<file path="src/hw/rtl/clock_page_replacer_defines.svh">
// ---------------------------------------------------------------------------
// Assertion macros for the clock page replacer.
// ---------------------------------------------------------------------------
`ifndef CLOCK_PAGE_REPLACER_DEFINES_SVH
`define CLOCK_PAGE_REPLACER_DEFINES_SVH

`ifndef ASSERT_OFF
// Checked on every rising edge outside reset.
`define CPR_ASSERT(name, prop, msg) \
  name: assert property (@(posedge clk_i) disable iff (!rst_ni) (prop)) else $error(msg);
// Checked on every rising edge, reset included.
`define CPR_ASSERT_ALWAYS(name, prop, msg) \
  name: assert property (@(posedge clk_i) (prop)) else $error(msg);
`else
`define CPR_ASSERT(name, prop, msg)
`define CPR_ASSERT_ALWAYS(name, prop, msg)
`endif

`endif

</file>
<file path="src/hw/rtl/cpr_pkg.sv">
// ---------------------------------------------------------------------------
// cpr_pkg
// Types and constants shared by the clock page replacer.
// ---------------------------------------------------------------------------
package cpr_pkg;

  localparam int unsigned FUNC_W  = 2;
  localparam int unsigned FRAME_W = 8;
  localparam int unsigned CFG_W   = 9;
  localparam int unsigned COUNT_W = 9;
  // Sweep step counter; it must hold twice the largest active pool size.
  localparam int unsigned STEP_W  = CFG_W + 1;

  typedef enum logic [FUNC_W-1:0] {
    FN_PIN    = 2'd0,
    FN_UNPIN  = 2'd1,
    FN_VICTIM = 2'd2,
    FN_STATUS = 2'd3
  } func_e;

  typedef enum logic [1:0] {
    ST_ABSENT = 2'd0,
    ST_CLEAR  = 2'd1,
    ST_SET    = 2'd2
  } status_e;

endpackage

</file>
<file path="src/hw/rtl/clock_page_replacer.sv">
// ---------------------------------------------------------------------------
// clock_page_replacer
// Second-chance (clock) replacer over a pool of frames.
// ---------------------------------------------------------------------------
// The input channel (in_valid_i / in_stall_o) takes one command item: pin,
// unpin, pick victim or status. Each item gives exactly one result item on
// the output channel (out_valid_o / out_stall_i) with the victim flag, the
// victim frame and the present count after the command.
// The frame states live in a single-port status memory with a registered
// read; pins and unpins inside the pool and victim sweeps read-modify-write
// that memory. Status and ignored commands finish in the accept cycle and
// their result goes to the output register, or to the hold register while
// the output is stalled. Pin and unpin read in the accept cycle and write in
// S_RMW. A victim request reads and evaluates each frame it visits, for two passes at most.
// The block takes a new item only after the previous one has finished. A
// finished result waits in the output register while the next item is
// accepted; if that register is still stalled when the next result is
// ready, the block holds the result and stalls its input.
// After reset the status memory is cleared one entry per cycle; the input is
// stalled during that pass. The user must write the frame count register
// through cfg_we_i / cfg_wdata_i only while no item is in flight; the block
// itself does not enforce this.
// ---------------------------------------------------------------------------
`include "clock_page_replacer_defines.svh"

module clock_page_replacer #(
  parameter int unsigned MAX_FRAMES = 256
) (
  input  logic                        clk_i,
  input  logic                        rst_ni,
  input  logic                        cfg_we_i,
  input  logic [cpr_pkg::CFG_W-1:0]   cfg_wdata_i,
  input  logic                        in_valid_i,
  output logic                        in_stall_o,
  input  logic [cpr_pkg::FUNC_W-1:0]  func_i,
  input  logic [cpr_pkg::FRAME_W-1:0] frame_i,
  output logic                        out_valid_o,
  input  logic                        out_stall_i,
  output logic                        victim_found_o,
  output logic [cpr_pkg::FRAME_W-1:0] victim_frame_o,
  output logic [cpr_pkg::COUNT_W-1:0] present_count_o
);
  import cpr_pkg::*;

  localparam int unsigned AW    = $clog2(MAX_FRAMES);
  localparam int unsigned CW    = (AW > CFG_W) ? AW : CFG_W;
  localparam int unsigned N_RST = (MAX_FRAMES < 256) ? MAX_FRAMES : 256;
  localparam logic [AW-1:0] LAST_ADDR = AW'(MAX_FRAMES - 1);

  typedef enum logic [2:0] {
    S_CLR,
    S_IDLE,
    S_RMW,
    S_RD,
    S_EVAL,
    S_HOLD
  } state_e;

  state_e               state_q, state_d;
  logic [AW-1:0]        clr_q, clr_d;
  logic [CFG_W-1:0]     n_q, n_d;
  logic [COUNT_W-1:0]   count_q, count_d;
  logic [AW-1:0]        hand_q, hand_d;
  logic [AW-1:0]        ptr_q, ptr_d;
  logic [STEP_W-1:0]    steps_q, steps_d;
  func_e                func_q, func_d;
  logic [FRAME_W-1:0]   frame_q, frame_d;
  logic                 res_found_q, res_found_d;
  logic [AW-1:0]        res_frame_q, res_frame_d;
  logic                 out_valid_q, out_valid_d;
  logic                 out_found_q, out_found_d;
  logic [FRAME_W-1:0]   out_frame_q, out_frame_d;
  logic [COUNT_W-1:0]   out_count_q, out_count_d;

  status_e              status_mem [MAX_FRAMES];
  status_e              rdata_q;
  logic                 mem_re, mem_we;
  logic [AW-1:0]        mem_raddr, mem_waddr;
  status_e              mem_wdata;

  logic                 done, done_found;
  logic [AW-1:0]        done_frame;
  logic                 out_free;
  logic [AW-1:0]        start_ptr, ptr_next;
  logic [CW-1:0]        ptr_inc;
  logic                 frame_in_pool;

  // A shrunk pool can leave the hand past its end; the sweep then starts at 0.
  assign start_ptr     = (CW'(hand_q) >= CW'(n_q)) ? '0 : hand_q;
  assign ptr_inc       = CW'(ptr_q) + CW'(1);
  assign ptr_next      = (ptr_inc >= CW'(n_q)) ? '0 : AW'(ptr_inc);
  assign frame_in_pool = ({1'b0, frame_i} < n_q);
  assign out_free      = !(out_valid_q && out_stall_i);

  always_comb begin
    state_d     = state_q;
    clr_d       = clr_q;
    n_d         = n_q;
    count_d     = count_q;
    hand_d      = hand_q;
    ptr_d       = ptr_q;
    steps_d     = steps_q;
    func_d      = func_q;
    frame_d     = frame_q;
    res_found_d = res_found_q;
    res_frame_d = res_frame_q;
    out_valid_d = out_valid_q && out_stall_i;
    out_found_d = out_found_q;
    out_frame_d = out_frame_q;
    out_count_d = out_count_q;
    mem_re      = 1'b0;
    mem_raddr   = '0;
    mem_we      = 1'b0;
    mem_waddr   = '0;
    mem_wdata   = ST_ABSENT;
    done        = 1'b0;
    done_found  = 1'b0;
    done_frame  = '0;

    if (cfg_we_i) begin
      if (cfg_wdata_i == '0) begin
        n_d = CFG_W'(1);
      end else if (32'(cfg_wdata_i) > MAX_FRAMES) begin
        n_d = CFG_W'(MAX_FRAMES);
      end else begin
        n_d = cfg_wdata_i;
      end
    end

    case (state_q)
      S_CLR: begin
        mem_we    = 1'b1;
        mem_waddr = clr_q;
        clr_d     = clr_q + AW'(1);
        if (clr_q == LAST_ADDR) begin
          state_d = S_IDLE;
        end
      end
      S_IDLE: begin
        if (in_valid_i) begin
          func_d  = func_e'(func_i);
          frame_d = frame_i;
          case (func_e'(func_i))
            FN_PIN, FN_UNPIN: begin
              if (frame_in_pool) begin
                mem_re    = 1'b1;
                mem_raddr = AW'(frame_i);
                state_d   = S_RMW;
              end else begin
                done = 1'b1;
              end
            end
            FN_VICTIM: begin
              if (count_q == '0) begin
                done = 1'b1;
              end else begin
                mem_re    = 1'b1;
                mem_raddr = start_ptr;
                ptr_d     = start_ptr;
                steps_d   = '0;
                state_d   = S_EVAL;
              end
            end
            default: begin
              done = 1'b1;
            end
          endcase
        end
      end
      S_RMW: begin
        mem_waddr = AW'(frame_q);
        if (func_q == FN_PIN) begin
          if (rdata_q != ST_ABSENT) begin
            mem_we    = 1'b1;
            mem_wdata = ST_ABSENT;
            if (count_q != '0) begin
              count_d = count_q - COUNT_W'(1);
            end
          end
        end else if (rdata_q == ST_ABSENT) begin
          mem_we    = 1'b1;
          mem_wdata = ST_SET;
          count_d   = count_q + COUNT_W'(1);
        end
        done = 1'b1;
      end
      S_RD: begin
        mem_re    = 1'b1;
        mem_raddr = ptr_q;
        state_d   = S_EVAL;
      end
      S_EVAL: begin
        mem_waddr = ptr_q;
        if (rdata_q == ST_CLEAR) begin
          mem_we     = 1'b1;
          mem_wdata  = ST_ABSENT;
          count_d    = count_q - COUNT_W'(1);
          hand_d     = ptr_next;
          done       = 1'b1;
          done_found = 1'b1;
          done_frame = ptr_q;
        end else begin
          if (rdata_q == ST_SET) begin
            mem_we    = 1'b1;
            mem_wdata = ST_CLEAR;
          end
          // Two full passes without a clear frame means nothing evictable
          // lies inside the active range.
          if (steps_q + STEP_W'(1) == {n_q, 1'b0}) begin
            done = 1'b1;
          end else begin
            ptr_d   = ptr_next;
            steps_d = steps_q + STEP_W'(1);
            state_d = S_RD;
          end
        end
      end
      S_HOLD: begin
        if (out_free) begin
          out_valid_d = 1'b1;
          out_found_d = res_found_q;
          out_frame_d = FRAME_W'(res_frame_q);
          out_count_d = count_q;
          state_d     = S_IDLE;
        end
      end
      default: begin
        state_d = S_IDLE;
      end
    endcase

    if (done) begin
      if (out_free) begin
        out_valid_d = 1'b1;
        out_found_d = done_found;
        out_frame_d = FRAME_W'(done_frame);
        out_count_d = count_d;
        state_d     = S_IDLE;
      end else begin
        res_found_d = done_found;
        res_frame_d = done_frame;
        state_d     = S_HOLD;
      end
    end
  end

  always_ff @(posedge clk_i or negedge rst_ni) begin
    if (!rst_ni) begin
      state_q     <= S_CLR;
      clr_q       <= '0;
      n_q         <= CFG_W'(N_RST);
      count_q     <= '0;
      hand_q      <= '0;
      ptr_q       <= '0;
      steps_q     <= '0;
      func_q      <= FN_STATUS;
      out_valid_q <= 1'b0;
    end else begin
      state_q     <= state_d;
      clr_q       <= clr_d;
      n_q         <= n_d;
      count_q     <= count_d;
      hand_q      <= hand_d;
      ptr_q       <= ptr_d;
      steps_q     <= steps_d;
      func_q      <= func_d;
      out_valid_q <= out_valid_d;
    end
  end

  always_ff @(posedge clk_i) begin
    frame_q     <= frame_d;
    res_found_q <= res_found_d;
    res_frame_q <= res_frame_d;
    out_found_q <= out_found_d;
    out_frame_q <= out_frame_d;
    out_count_q <= out_count_d;
  end

  always_ff @(posedge clk_i) begin
    if (mem_we) begin
      status_mem[mem_waddr] <= mem_wdata;
    end
    if (mem_re) begin
      rdata_q <= status_mem[mem_raddr];
    end
  end

  assign in_stall_o      = (state_q != S_IDLE);
  assign out_valid_o     = out_valid_q;
  assign victim_found_o  = out_found_q;
  assign victim_frame_o  = out_frame_q;
  assign present_count_o = out_count_q;

  `CPR_ASSERT(a_hold_needs_busy_out, (state_q == S_HOLD) |-> out_valid_q, "held result with free output")
  `CPR_ASSERT(a_evict_drops_count, (state_q == S_EVAL && rdata_q == ST_CLEAR) |=> (count_q == $past(count_q) - COUNT_W'(1)), "eviction did not lower the count")
  `CPR_ASSERT(a_sweep_bounded, (state_q == S_EVAL) |-> (steps_q < {n_q, 1'b0}), "sweep ran past two passes")
  `CPR_ASSERT_ALWAYS(a_no_accept_in_clear, (state_q == S_CLR) |-> in_stall_o, "item accepted during clearing pass")

endmodule

</file>
<file path="config.mk">
export PLATFORM = sky130hd
export DESIGN_NAME = clock_page_replacer
export DESIGN_NICKNAME = d
export VERILOG_FILES = /design/src/hw/rtl/cpr_pkg.sv /design/src/hw/rtl/clock_page_replacer.sv
export VERILOG_INCLUDE_DIRS = /design/src /design/src/hw/rtl
export SDC_FILE = /design/constraint.sdc
export NUM_CORES = 1
export LEC_CHECK = 0
export BUFFER_PORTS_ARGS = -buffer_cell sky130_fd_sc_hd__buf_4
export CAP_MARGIN = 20
export CORE_MARGIN = 4
export CORE_UTILIZATION = 43
export CTS_BUF_LIST = sky130_fd_sc_hd__clkbuf_16
export DETAILED_ROUTE_END_ITERATION = 6
export PLACE_DENSITY = 0.66
export SETUP_SLACK_MARGIN = 0.3
export SYNTH_ARGS = -nofsm -noshare
export SYNTH_HDL_FRONTEND = slang
export SYNTH_SLANG_ARGS = --single-unit
export TNS_END_PERCENT = 50
</file>
<file path="constraint.sdc">
create_clock -name clk_i -period 8.4 [get_ports clk_i]
set_clock_uncertainty 0.1 [all_clocks]
set_input_delay 0.84 -clock clk_i [delete_from_list [all_inputs] [get_ports clk_i]]
set_output_delay 0.84 -clock clk_i [all_outputs]
set_load 0.01 [all_outputs]
</file>
==> summary.md <==
| Metric | Value |
|---|---|
| Via Count | 19400 |
| I/O pin total | 44 |
| Synth area leaders | edfxtp_1 (59%), dfrtp_1 (5.1%), nor2_1 (4.7%) |
| CTS Buffer Depth | 3 |
| Port-buffer cells | 43 |
| Clk sinks | 607 |
| Post-route setup TNS | 0 ns |
| Tmin final | 5.74 ns |
| Ys Warns | 0 |
| Area Overhead vs Synth | 11.7% |
| Xor and xnor area share after synthesis | 0.0110 |
| Final std cells w/o fill | 3168 |
| Mapped Area | 27000 sq um |
| Hold_ws | 0.218 ns |
| Antenna violations before repair | 0 |
| Critical Path RT | 8.71 ns |
| First-pass GRT wire length | 116 mm |
| Vias in the first global route | 18700 |
| Synth cell types | 75 |
| RSZ-0062 raised after global routing | false |
| Chip height | 259 microns |
| Post-CTS sizing | 0 |
| # rows | 91 |
| CTS Hold Bufs | 0 |
| Worst path arrival time | 6.05 ns |
| Status | finished, final reports clean |
| Leakage power | 0.00996 uW |
| EDFF count, synth | 531 |
| Die W | 259 microns |
| Hpwl dp | 47.9 mm |
| Max-Cap Viols | 0 |
| Total die area | 66900 sq um |
| Setup crit start kind | flop |
| R2R depth | 13 |
| Setup CP Type | flop to flop |
| H-tree depth | 3 |
| Fin. max-slew vios | 0 |
| Fmax | 174 MHz |
| Drt total wl | 77.6 mm |
| Hold WC Path Type | input port to async pin |
| Slew HR | 0.172 |
| Ys flop type | edfxtp_1 |
| Compound-Gate Fraction of Synth Area | 0.125 |
| Final nets | 2337 |
| Initial core utilization | 0.436 |
| Final period utilization | 0.683 |
| Largest net degree at the start of global routing | 123 |
| Mux share of post-synthesis cell area | 0.0231 |
| DR iter-0 viols | 2460 |
| Worst-Skew Late Latency | 0.62 ns |
| DP Area | 28000 sq um |
| Drt wl/cell | 24.5 microns |
| Sequential-to-total area share from yosys stat | 0.657 |
| Clk root buf | clkbuf_16 |
| Synthesized instance count | 2282 |
| CTS tree | built |
| All-layer global routing usage | 0.227 |
| Crit end category | flop |
| Setup bufs post-CTS | 0 |
| DRC | 0 |
| Clk slew on worst S/H paths | 0.06 ns |
| Worst Max-Slew Pin Slew | 1.24 ns |
| Pwr/cell area | 264 nW/um^2 |
| Design area | 30200 sq um |
| TritonCTS buffer count | 67 |
| Yosys reg bits | 607 |
| Share of post-route cells with drive strength above 1 | 0.0884 |
| Mapped Nets | 2339 |
| Antenna diodes | 0 |
| Syn_area_per_cell | 11.8 sq um |
| Largest family of logic cells by synthesized area | simple AND/OR/NAND/NOR gates |
| Top-area cell type share of the netlist area | 0.590 |
| Final setup fails | 0 |
| Final hold vios | 0 |
| ANT nets after route | 0 |
| IR Drop Worst-Case VDD | 0.000156 V |
| Adder-Cell Fraction of Synth Area | 0.0153 |
| Placer Congestion | 0.945 |
| Core ar. | 61900 sq um |
| Synth area leader | edfxtp_1 |
| Crit-path max FO | 55 |
| Ys async rst share | 0.0956 |
| Length of the first detailed-routing pass in iterations | 6 |
| DP Cell Count | 3045 |
| Post-Synth Simple-Gate Area | 0.137 |
| Vias per inst | 6.13 |
| Grt ovf | 0 |
cell usage after synthesis, drive strengths merged, types with 5 or more instances:
library cell    n
a211oi          9
a21o           11
a21oi          95
a221oi          9
a22o            7
a22oi          29
a311oi         10
a31oi          28
a32oi           6
and2           11
and3           35
buf            76
clkbuf         76
dfrtp          55
dfxtp          18
edfxtp        531
ha             33
inv            25
mux2           10
mux2i          51
nand2         299
nand2b         18
nand3          65
nand3b          8
nand4           8
nor2          342
nor2b          12
nor3           40
nor4            6
o211ai         26
o21ai         104
o221ai         54
o22ai          71
o311ai          8
o31ai           5
o41ai           7
xnor2          27
xor2            7
state kept, by name, summed over array words and instances (netlist names), 9 cells and up:
| name | flops |
|---|---|
| status_mem | 512 |
| present_count_o | 9 |
| n_q | 9 |
| steps_q | 10 |
| count_q | 9 |
cell type report:
class | instances | area [sq um]
fillers | 5521 | 31700
flip-flops and latches | 607 | 17800
clock inverters | 52 | 399
inverters | 26 | 97.6
well taps | 837 | 1050
multi-input cells | 1497 | 8460
clock buffers | 68 | 1700
repair buffers | 81 | 728
layout by cell type, fill, tap and decap left out, types with 10 or more instances in the layout:
cell and instances:
a21o_1 10, a21oi_1 92, a22oi_1 29, a311oi_1 10, a31oi_1 28, and2_1 10
and3_1 33, buf_4 72, clkbuf_16 68, clkinv_1 18, clkinv_2 12, dfrtp_1 55
dfxtp_1 18, edfxtp_1 531, ha_1 33, inv_1 35, mux2i_1 51, nand2_1 298
nand2b_1 18, nand3_1 64, nor2_1 341, nor2b_1 12, nor3_1 40, o211ai_1 26
o21ai_0 102, o221ai_1 54, o22ai_1 71, xnor2_1 27
logic make-up (layout without fill, tap and decap cells):
| family | count (synthesis) | in the layout |
|---|---|---|
| and+or+nand+nor | 860 | 860 |
| AOI/OAI and AO/OA | 509 | 509 |
| adders and majority gates | 33 | 33 |
| xor gates and xnor gates | 34 | 34 |
| DFF | 607 | 607 |
| buffers and inverters | 178 | 227 |
| muxes | 61 | 61 |
power breakdown:
group	switching [uW]	leakage [uW]	internal, uW	total [uW]
registers	149	0.00543	3410	3560
logic	1070	0.00346	493	1560
clock network	1200	0.00107	1630	2830
total	2420	0.00996	5540	7960
worst max-delay path: stages (launching register included):
cell	delay, ns
dfrtp_1	0.65
and4bb_4	0.61
a21boi_2	0.48
nand3_1	0.26
nor2_1	0.63
a21bo_4	0.74
buf_4	0.45
o221ai_1	0.18
o21ai_0	0.13
o22ai_1	0.10
o21ai_0	0.30
a21oi_1	0.12
or4_1	0.61
o311ai_0	0.15
worst paths after layout:
| check | startpoint | to | slack, ns |
|---|---|---|---|
| setup / recovery | state_q[2] | rdata_q[1] | 2.66 |
| hold / removal | rst_ni | steps_q[5] | 0.22 |
| setup reg to reg | state_q[2] | rdata_q[1] | 2.66 |
| hold reg to reg | present_count_o[8] | present_count_o[8] | 0.35 |
| max in group asynchronous | rst_ni | n_q[0] | 7.44 |
| min in group clk_i | frame_i[7] | frame_q[7] | 0.34 |
per-layer routing:
| metal | global-route usage | wire length, microns | up-vias |
|---|---|---|---|
| met1 | 0.310 | 31000 | 9604 |
| met4 | 0.0958 | 3490 | 0 |
| met3 | 0.0486 | 7830 | 198 |
| li1 | - | - | 8530 |
| met5 | 0 | 0 | - |
| met2 | 0.355 | 35300 | 1089 |
stage by stage:
stage / utilization / power [uW] / worst slack [ns]
floorplan: - / 4590 / 3.07
finish: 0.487 / 7960 / 2.66
detailed placement: 0.452 / 5150 / 2.71
global route: 0.487 / 8250 / 2.35
CTS: 0.486 / 7970 / 2.77
global placement: 0.451 / 5120 / 2.84
(Power assumes the default switching activity.)
